===== config.mk =====
export PLATFORM = sky130hd
export DESIGN_NAME = lamport_clock_request_queue_top
export DESIGN_NICKNAME = d
export VERILOG_FILES = /design/src/lcrq_pkg.sv /design/src/lcrq_cell.sv /design/src/lamport_clock_request_queue_top.sv
export SDC_FILE = /design/constraint.sdc
export NUM_CORES = 2
export LEC_CHECK = 0
export BUFFER_PORTS_ARGS = -buffer_cell sky130_fd_sc_hd__buf_2
export CAP_MARGIN = 20
export CORE_MARGIN = 1.5
export CORE_UTILIZATION = 55
export DETAILED_ROUTE_END_ITERATION = 10
export HOLD_SLACK_MARGIN = 0.06
export PLACE_DENSITY = 0.74
export SETUP_SLACK_MARGIN = 0.2
export SLEW_MARGIN = 0
export SYNTH_ARGS = -nofsm -noshare
export SYNTH_HDL_FRONTEND = slang
export SYNTH_SLANG_ARGS = --single-unit
export TNS_END_PERCENT = 5

===== constraint.sdc =====
create_clock -name aclk -period 5.9 [get_ports aclk]
set_input_delay 0.59 -clock aclk [delete_from_list [all_inputs] [get_ports aclk]]
set_output_delay 0.59 -clock aclk [all_outputs]
set_load 0.01 [all_outputs]

===== src/lcrq_pkg.sv =====
// ----------------------------------------------------------------------------
// lcrq_pkg
// Shared request codes and per-cell control for the Lamport clock request
// queue.
// ----------------------------------------------------------------------------
package lcrq_pkg;

    localparam int STAMP_W = 32;
    localparam int REQ_W   = 3;

    typedef enum logic [REQ_W-1:0] {
        REQ_TICK    = 3'd0,
        REQ_RECEIVE = 3'd1,
        REQ_ENQUEUE = 3'd2,
        REQ_REMOVE  = 3'd3,
        REQ_QUERY   = 3'd4
    } req_type_t;

    typedef struct packed {
        logic enq;
        logic rem;
    } cell_op_t;

    localparam logic [STAMP_W-1:0] CLOCK_TOP   = '1;
    localparam logic [STAMP_W-1:0] CLOCK_RESET = 32'd1;

endpackage


===== src/lcrq_cell.sv =====
// ----------------------------------------------------------------------------
// lcrq_cell
// One slot of the sorted queue: holds an entry, decides whether to keep it,
// take the left neighbor's, take the right neighbor's or take the new entry.
// ----------------------------------------------------------------------------
module lcrq_cell
    import lcrq_pkg::*;
#(
    parameter int ID_BITS = 8
) (
    input  logic               aclk,
    input  logic               aresetn,
    input  cell_op_t           op,
    input  logic [STAMP_W-1:0] key_stamp,
    input  logic [ID_BITS-1:0] key_id,
    input  logic               key_kind,
    input  logic               left_ins,
    input  logic               left_hit,
    input  logic               left_valid,
    input  logic [STAMP_W-1:0] left_stamp,
    input  logic [ID_BITS-1:0] left_id,
    input  logic               left_kind,
    input  logic               right_valid,
    input  logic [STAMP_W-1:0] right_stamp,
    input  logic [ID_BITS-1:0] right_id,
    input  logic               right_kind,
    output logic               ins,
    output logic               hit,
    output logic               valid,
    output logic [STAMP_W-1:0] stamp,
    output logic [ID_BITS-1:0] id,
    output logic               kind,
    output logic               valid_next,
    output logic [ID_BITS-1:0] id_next,
    output logic               kind_next
);

    logic               valid_reg;
    logic [STAMP_W-1:0] stamp_reg, stamp_next;
    logic [ID_BITS-1:0] id_reg;
    logic               kind_reg;
    logic               after;

    always_comb begin
        if (stamp_reg != key_stamp) begin
            after = stamp_reg > key_stamp;
        end else begin
            after = id_reg > key_id;
        end
    end

    assign ins = !valid_reg || after;
    assign hit = left_hit || (valid_reg && (id_reg == key_id));

    always_comb begin
        valid_next = valid_reg;
        stamp_next = stamp_reg;
        id_next    = id_reg;
        kind_next  = kind_reg;
        if (op.enq && ins) begin
            if (left_ins) begin
                valid_next = left_valid;
                stamp_next = left_stamp;
                id_next    = left_id;
                kind_next  = left_kind;
            end else begin
                valid_next = 1'b1;
                stamp_next = key_stamp;
                id_next    = key_id;
                kind_next  = key_kind;
            end
        end else if (op.rem && hit) begin
            valid_next = right_valid;
            stamp_next = right_stamp;
            id_next    = right_id;
            kind_next  = right_kind;
        end
    end

    always_ff @(posedge aclk) begin
        if (!aresetn) begin
            valid_reg <= 1'b0;
        end else begin
            valid_reg <= valid_next;
        end
    end

    always_ff @(posedge aclk) begin
        stamp_reg <= stamp_next;
        id_reg    <= id_next;
        kind_reg  <= kind_next;
    end

    assign valid = valid_reg;
    assign stamp = stamp_reg;
    assign id    = id_reg;
    assign kind  = kind_reg;

endmodule


===== src/lamport_clock_request_queue_top.sv =====
// ----------------------------------------------------------------------------
// lamport_clock_request_queue_top
// Lamport logical clock with a timestamp-ordered request queue built as a
// row of compare-and-shift cells.
// ----------------------------------------------------------------------------
// The result word is registered; it is shown in the cycle after its request is accepted.
// Throughput: one request word per cycle while the result channel is not stalled;
// every cell compares and shifts in the same cycle, so insert and remove finish in one step.
// Reset: clock returns to 1 and the queue empties; the output word is dropped.
// ----------------------------------------------------------------------------
module lamport_clock_request_queue_top
    import lcrq_pkg::*;
#(
    parameter int QUEUE_DEPTH = 16,
    parameter int ID_BITS     = 8,
    localparam int CNT_W      = $clog2(QUEUE_DEPTH + 1)
) (
    input  logic               aclk,
    input  logic               aresetn,
    input  logic               s_valid,
    output logic               s_ready,
    input  logic [REQ_W-1:0]   s_req_type,
    input  logic [STAMP_W-1:0] s_stamp,
    input  logic [ID_BITS-1:0] s_proc_id,
    input  logic               s_entry_kind,
    output logic               m_valid,
    input  logic               m_ready,
    output logic [STAMP_W-1:0] m_clock_value,
    output logic [CNT_W-1:0]   m_queue_count,
    output logic               m_id_is_first,
    output logic               m_id_is_second,
    output logic               m_second_is_boxer,
    output logic               m_overflow
);

    logic               accept;
    logic               full;
    cell_op_t           op;
    logic [STAMP_W-1:0] clock_reg, clock_next, clock_max;
    logic [CNT_W-1:0]   count_reg, count_next;
    logic               ovf;

    logic               m_valid_reg, m_valid_next;
    logic [STAMP_W-1:0] m_clock_reg;
    logic [CNT_W-1:0]   m_count_reg;
    logic               m_first_reg, m_second_reg, m_boxer_reg, m_ovf_reg;

    logic               c_ins   [QUEUE_DEPTH];
    logic               c_hit   [QUEUE_DEPTH];
    logic               c_valid [QUEUE_DEPTH];
    logic [STAMP_W-1:0] c_stamp [QUEUE_DEPTH];
    logic [ID_BITS-1:0] c_id    [QUEUE_DEPTH];
    logic               c_kind  [QUEUE_DEPTH];
    logic               n_valid [QUEUE_DEPTH];
    logic [ID_BITS-1:0] n_id    [QUEUE_DEPTH];
    logic               n_kind  [QUEUE_DEPTH];

    assign s_ready = !m_valid_reg || m_ready;
    assign accept  = s_valid && s_ready;
    assign full    = (count_reg == CNT_W'(QUEUE_DEPTH));

    always_comb begin
        op.enq = accept && (s_req_type == REQ_ENQUEUE) && !full;
        op.rem = accept && (s_req_type == REQ_REMOVE);
        ovf    = (s_req_type == REQ_ENQUEUE) && full;
    end

    genvar g;
    generate
        for (g = 0; g < QUEUE_DEPTH; g++) begin : g_cell
            logic               l_ins, l_hit, l_valid, l_kind;
            logic [STAMP_W-1:0] l_stamp;
            logic [ID_BITS-1:0] l_id;
            logic               r_valid, r_kind;
            logic [STAMP_W-1:0] r_stamp;
            logic [ID_BITS-1:0] r_id;

            if (g == 0) begin : g_left_edge
                assign l_ins   = 1'b0;
                assign l_hit   = 1'b0;
                assign l_valid = 1'b0;
                assign l_stamp = '0;
                assign l_id    = '0;
                assign l_kind  = 1'b0;
            end else begin : g_left
                assign l_ins   = c_ins[g-1];
                assign l_hit   = c_hit[g-1];
                assign l_valid = c_valid[g-1];
                assign l_stamp = c_stamp[g-1];
                assign l_id    = c_id[g-1];
                assign l_kind  = c_kind[g-1];
            end

            if (g == QUEUE_DEPTH - 1) begin : g_right_edge
                assign r_valid = 1'b0;
                assign r_stamp = '0;
                assign r_id    = '0;
                assign r_kind  = 1'b0;
            end else begin : g_right
                assign r_valid = c_valid[g+1];
                assign r_stamp = c_stamp[g+1];
                assign r_id    = c_id[g+1];
                assign r_kind  = c_kind[g+1];
            end

            lcrq_cell #(
                .ID_BITS(ID_BITS)
            ) u_cell (
                .aclk        (aclk),
                .aresetn     (aresetn),
                .op          (op),
                .key_stamp   (s_stamp),
                .key_id      (s_proc_id),
                .key_kind    (s_entry_kind),
                .left_ins    (l_ins),
                .left_hit    (l_hit),
                .left_valid  (l_valid),
                .left_stamp  (l_stamp),
                .left_id     (l_id),
                .left_kind   (l_kind),
                .right_valid (r_valid),
                .right_stamp (r_stamp),
                .right_id    (r_id),
                .right_kind  (r_kind),
                .ins         (c_ins[g]),
                .hit         (c_hit[g]),
                .valid       (c_valid[g]),
                .stamp       (c_stamp[g]),
                .id          (c_id[g]),
                .kind        (c_kind[g]),
                .valid_next  (n_valid[g]),
                .id_next     (n_id[g]),
                .kind_next   (n_kind[g])
            );
        end
    endgenerate

    assign clock_max = (clock_reg > s_stamp) ? clock_reg : s_stamp;

    always_comb begin
        clock_next = clock_reg;
        count_next = count_reg;
        case (s_req_type)
            REQ_TICK: begin
                clock_next = (clock_reg == CLOCK_TOP) ? CLOCK_TOP : clock_reg + 1'b1;
            end
            REQ_RECEIVE: begin
                clock_next = (clock_max == CLOCK_TOP) ? CLOCK_TOP : clock_max + 1'b1;
            end
            REQ_ENQUEUE: begin
                if (!full) begin
                    count_next = count_reg + 1'b1;
                end
            end
            REQ_REMOVE: begin
                if (c_hit[QUEUE_DEPTH-1]) begin
                    count_next = count_reg - 1'b1;
                end
            end
            default: begin
                clock_next = clock_reg;
            end
        endcase
    end

    always_comb begin
        m_valid_next = m_valid_reg;
        if (accept) begin
            m_valid_next = 1'b1;
        end else if (m_ready) begin
            m_valid_next = 1'b0;
        end
    end

    always_ff @(posedge aclk) begin
        if (!aresetn) begin
            clock_reg   <= CLOCK_RESET;
            count_reg   <= '0;
            m_valid_reg <= 1'b0;
        end else begin
            m_valid_reg <= m_valid_next;
            if (accept) begin
                clock_reg <= clock_next;
                count_reg <= count_next;
            end
        end
    end

    always_ff @(posedge aclk) begin
        if (accept) begin
            m_clock_reg  <= clock_next;
            m_count_reg  <= count_next;
            m_first_reg  <= n_valid[0] && (n_id[0] == s_proc_id);
            m_second_reg <= n_valid[1] && (n_id[1] == s_proc_id);
            m_boxer_reg  <= n_valid[1] && n_kind[1];
            m_ovf_reg    <= ovf;
        end
    end

    assign m_valid           = m_valid_reg;
    assign m_clock_value     = m_clock_reg;
    assign m_queue_count     = m_count_reg;
    assign m_id_is_first     = m_first_reg;
    assign m_id_is_second    = m_second_reg;
    assign m_second_is_boxer = m_boxer_reg;
    assign m_overflow        = m_ovf_reg;

endmodule


* Yosys cells after proc, flatten, opt, wreduce, memory -nomap -nowiden
Index checks and enable logic that the tools add are counted.
** Operators by class
- Add/sub/neg operators :: 4
- Order comparisons :: 33
- Eq/ne operators :: 40
- Multiplexer cells :: 212
- Reductions and logical operators :: 124
** Operator list (number)
- $mux 32 :: 50
- $gt 32x32->1 :: 17
- $ne 32x32->1 :: 16
- $mux 8 :: 47
- $eq 8x8->1 :: 18
- $gt 8x8->1 :: 16
- $mux 1 :: 111
- $add 32x1->32 const B :: 2
- $eq 32x32->1 const B :: 2
- $pmux 32 s2 :: 1
- $logic_and 1x1->1 :: 56
- $reduce_bool 2->1 :: 17
- $logic_or 1x1->1 :: 32
- $logic_not 1->1 :: 18
- $mux 5 :: 2
- $pmux 5 s2 :: 1
- $eq 3x2->1 const B :: 2
- $add 5x1->5 const B :: 1
- $eq 5x5->1 const B :: 1
- $sub 5x1->5 const B :: 1
- $eq 3x1->1 const B :: 1
- $logic_not 3->1 :: 1
** Storage, ports and cells
- Register bits after elaboration :: 751
- Bits of input ports :: 48
- Output and inout port bits :: 43

* Depth between registers and ports, before layout
- Word-level depth :: 20
- Mapped depth :: 22
- Mapped depth without buffers :: 18

* Cells and area by module
A second synthesis with hierarchy kept.
** Second synthesis, totals
- Cells, all modules :: 6096
- Area, all modules :: 59020.4 um2
** By module, submodules not included
- lcrq_cell :: instances 16, cells an instance 330, area each 3268.1 um2
- lamport_clock_request_queue_top :: instances 1, cells an instance 816, area each 6730.2 um2

* Worst setup path before layout
No wires, ideal clock.
- Path kind :: input-to-reg
- Start :: in s_proc_id[6]
- End :: reg g_cell[9].u_cell.id_reg[0], enable pin
- Arrival time :: 5422 ps
- Required time :: 5404 ps
- Setup slack :: -19 ps
- Stages :: 9
- Buffers on the path :: 1
- Path through :: clkbuf_1 > inv_1 > ha_1 > nand4_1 > or3_1 > nor4b_2 > nand4_2 > nor2_1 > o21ai_0
** On the way
- Longest elaborated chain between the ends :: 13
** RTL lines
- from (decl) :: RTL line lamport_clock_request_queue_top.sv:24 : input logic [ID_BITS-1:0] s_proc_id,
- $eq 8x8->1 :: RTL line lcrq_cell.sv:53 : assign hit = left_hit || (valid_reg && (id_reg == key_id));
- $logic_and 1x1->1 :: RTL line lcrq_cell.sv:53
- $logic_or 1x1->1 (9 in a row) :: RTL line lcrq_cell.sv:53
- $logic_and 1x1->1 :: RTL line lcrq_cell.sv:72 : end else if (op.rem && hit) begin
- $reduce_bool 2->1 (no line) *
- to (signal assigned) :: RTL line lcrq_cell.sv:90 : id_reg <= id_next;
- to (decl) :: RTL line lcrq_cell.sv:40 : logic [ID_BITS-1:0] id_reg;
Every way passes the cells marked *; elsewhere a longest branch is shown, timed or not.
A chain may end at the register's enable or synchronous reset.

* Worst setup path in the final report
- Start :: reg clock_reg[27]
- End :: reg m_clock_reg[20], in the netlist m_clock_value[20], data pin
** On the way
- Longest elaborated chain between the ends :: 5
** RTL lines
- from (decl) :: RTL line lamport_clock_request_queue_top.sv:39 : logic [STAMP_W-1:0] clock_reg, clock_next, clock_max;
- from (signal assigned) :: RTL line lamport_clock_request_queue_top.sv:183 : clock_reg <= clock_next;
- $gt 32x32->1 :: RTL line lamport_clock_request_queue_top.sv:138 : assign clock_max = (clock_reg > s_stamp) ? clock_reg : s_stamp;
- $mux 32 :: RTL line lamport_clock_request_queue_top.sv:138
- $add 32x1->32 / $eq 32x32->1 (equally long branches) :: RTL line lamport_clock_request_queue_top.sv:148 : clock_next = (clock_max == CLOCK_TOP) ? CLOCK_TOP : clock_max + 1'b1;
- $mux 32 :: RTL line lamport_clock_request_queue_top.sv:148
- $pmux 32 s2 * :: RTL line lamport_clock_request_queue_top.sv:143 : case (s_req_type)
- via clock_next[20] :: RTL line lamport_clock_request_queue_top.sv:39
- to (signal assigned) :: RTL line lamport_clock_request_queue_top.sv:191 : m_clock_reg <= clock_next;
- to (decl) :: RTL line lamport_clock_request_queue_top.sv:44 : logic [STAMP_W-1:0] m_clock_reg;
The timed path passes the listed nets; every way through them passes the cells marked *.

==> results_dict.tcl <==
set metrics [dict create \
    synth.yosys.seq_area_share 0.3931 \
    cp-start-kind "flip-flop" \
    leakage_uw 0.02618 \
    yosysTopAreaCell "edfxtp_1" \
    worst_r2r_startpoint "clock_reg[27]" \
    run_status "finished clean" \
    worst-setup-path-type "reg -> reg" \
    hold_class "in -> reg" \
    synth_mux_area_frac 0.08858 \
    cellPowerDensity_mw_per_mm2 223.1 \
    syn-cell-area_mm2 0.05556 \
    largest_reg_flops 512 \
    num_cts_buffers 88 \
    cts.repair_timing.setup_buffer_count 0 \
    synth-compound-area-share 0.1719 \
    setup.reg_to_reg.worst_slack_ns 1.13 \
    finalWorstPathRequiredPeriod_ns 4.766 \
    finalPower_uw 13570 \
    netlist_top_cells_area "edfxtp_1 37%, ha_1 15%, mux2i_1 8.8%" \
    grt_pass1_vias 47910 \
    wirelength_mm 184.5 \
    residual_drc_count 0 \
    cp_slowest_cell "dfxtp_1" \
    whs_endpoint "m_valid" \
    timing.final.max_slew_violations 0 \
    gr-total-overflow 0 \
    drt-initial-drc-count 5507 \
    timing.final.hold_violations 0 \
    placedInstanceArea_mm2 0.05799 \
    worst_slew_pin_slew_ns 1.126 \
    die_width_um 320.8 \
    critical-path-top-delay-family "simple AND/OR/NAND/NOR gates" \
    synth_top_flop_cell "edfxtp_1" \
    hold_path_depth 3 \
    worstPathMaxFanout 12 \
    cts_max_path_buffers 3 \
    all_layer_gr_usage 0.3527 \
    synthesis_to_layout_area_growth_pct 9.495 \
    worst_ep_arrival_time_ns 5.18 \
    post_synth_and_or_nand_nor_area_fraction 0.1430 \
    clock.fmax_ghz 0.2098 \
    clk_latency_ns 0.68 \
    port_buffers 90 \
    layout.nets 6649 \
    coreArea_mm2 0.1001 \
    detailedPlacementHpwl_mm 137.0 \
    drive_above_1_share 0.08659 \
    postLayoutCellArea_mm2 0.06083 \
    synth.distinct_cells 93 \
    worst_relative_slew_slack 0.2427 \
    clock_tree.root_cell "clkbuf_16" \
    place_inst 7132 \
    synth_xor_xnor_area_share 0.01245 \
    grt_antenna_before_repair 5 \
    max_cap_violations 0 \
    drt-wirelength-per-cell_um 25.30 \
    cts.hold.buffers_added 0 \
    worst-r2r-cell-count 18 \
    worst-endpoint-required_ns 6.31 \
    synthesis.instances 5915 \
    synth_fa_ha_area_frac 0.1522 \
    num_rows 116 \
    gp_congestion 0.9979 \
    worstPathBufferInverterCount 1 \
    syn_area_per_cell_um2 9.393 \
    post_drt_via_cell_ratio 6.687 \
    boundaryPins 91 \
    worst_clock_skew_ns 0.03068 \
    peakVddDrop_v 0.0002117 \
    via_count 48770 \
    most_frequent_cells_in_the_layout "835 x a21oi_1, 753 x nor2_1, 680 x edfxtp_1" \
    final_antenna_net_count 0 \
    yosys_warnings 0 \
    synth-seq-cells 751 \
    synthesis.nets 6639 \
    design.die.area_mm2 0.1029 \
    rsz_0062_raised_after_global_routing "false" \
    number_of_sinks_driven_by_the_clock_tree 751 \
    critical_path.cell_chain "ha_1 -> nand4_1 -> nor4_1 -> buf_4 -> a221o_1 -> a211o_1 -> o21ai_4 -> nand2_1 -> o21ai_0 -> ha_1 -> nand4_1 -> nor2_1 -> nand3_1 -> or3_1 -> xnor2_1 -> mux2i_1 -> o21ai_0 -> nand2_1" \
    grt_start_max_net_pins 87 \
    mostFrequentLayoutCell "a21oi_1" \
    grt_pass1_wl_mm 281.3 \
    synthDominantCellAreaShare 0.3675 \
    final_cycle_utilization_of_the_critical_path 0.8077 \
    final_setup_violation_count 0 \
    cts-resized-gates 0 \
    r2r_end "m_clock_value[20]" \
    worst_setup_hold_path_clk_slew_ns 0.06 \
    fin_hold_ws_ns 0.1673 \
    worstHoldStart "s_valid" \
    synth_edf_count 680 \
    firstDrtPassIters 6 \
    cts_tree "built" \
    worst_path_largest_cell_delay_ns 0.62 \
    crit_path_end_kind "flip-flop" \
    async_sr_flop_fraction 0 \
    die_y_um 320.8 \
    initial_util 0.5548 \
    post_route_setup_tns_ns 0 \
    layout.cells.non_filler 7294 \
    synth_top_family_by_area "compound AO/OA/AOI/OAI gates" \
    ctsHtreeMaxLevel 3 \
]
==> cells by family (layout without fill, tap and decap cells) <==
logic type,count (synthesis),after routing
AOI/OAI and AO/OA,1654,1654
buffers and inverters,511,590
muxes,491,491
other,0,2
adders and majority gates,676,676
DFF,751,751
and+or+nand+nor,1753,1753
xor gates and xnor gates,79,79
==> worst reg2reg max path, delay by kind of cell (launching register included) <==
family | cells | cell delay, ns
buffers and inverters | 1 | 0.15
AND/OR/NAND/NOR | 8 | 1.65
adder cells (fa/ha/maj) | 2 | 0.72
AO/OA/AOI/OAI | 5 | 1.12
XOR/XNOR | 1 | 0.15
multiplexers | 1 | 0.10
flip-flops | 1 | 0.62
==> cell usage after synthesis, types with 66 or more instances <==
master	count
clkbuf_1	223
a21o_1	79
o21ai_0	329
buf_2	102
xnor2_1	66
dfxtp_1	71
nand3_1	98
mux2i_1	486
ha_1	676
nor2_1	758
inv_1	142
nand4_1	129
edfxtp_1	680
nor3_1	68
nand2_1	455
a21oi_1	838
==> worst max-delay path by stage <==
stage          depth (start not counted)  slack [ns]          start                      end
2_1_floorplan                          9        0.01   s_proc_id[6]  g_cell[11].u_cell.id[0]
3_3_place_gp                          19        0.57    s_stamp[31]        m_clock_value[20]
3_5_place_dp                          19        0.70    s_stamp[31]        m_clock_value[20]
4_1_cts                               18        1.24  clock_reg[27]        m_clock_value[20]
5_1_grt                               18        0.83  clock_reg[27]        m_clock_value[20]
6_report                              18        1.13  clock_reg[27]        m_clock_value[20]
==> layout make-up <==
cell class	count	area (um2)
Tap cell	1298	1624
Multi-Input combinational cell	4653	31840
Inverter	147	551.8
Clock buffer	118	2456
Fill cell	8368	39310
Sequential cell	751	21840
Antenna cell	2	5.005
Timing Repair Buffer	284	2145
Clock inverter	41	364.1
==> metrics by stage <==
stage / worst slack, ns / util
after floorplan: 0.01214 / -
after global placement: 0.5720 / 0.5790
after detailed placement: 0.7043 / 0.5790
after CTS: 1.236 / 0.6072
after global routing: 0.8325 / 0.6074
final: 1.134 / 0.6074
==> report_power, final <==
part / internal, uW / switching [uW] / total [uW]
Combinational: 690 / 1230 / 1920
Clock: 3140 / 2400 / 5530
Sequential: 5950 / 173 / 6120
==> per-layer routing <==
layer,vias up,GRT usage,share of wire
met5,-,0,0.00026
met4,8,0.2109,0.069
met3,707,0.07253,0.099
met2,2633,0.5607,0.45
met1,23280,0.4436,0.38
li1,22140,-,-
Power figures use the tool's default switching activity.
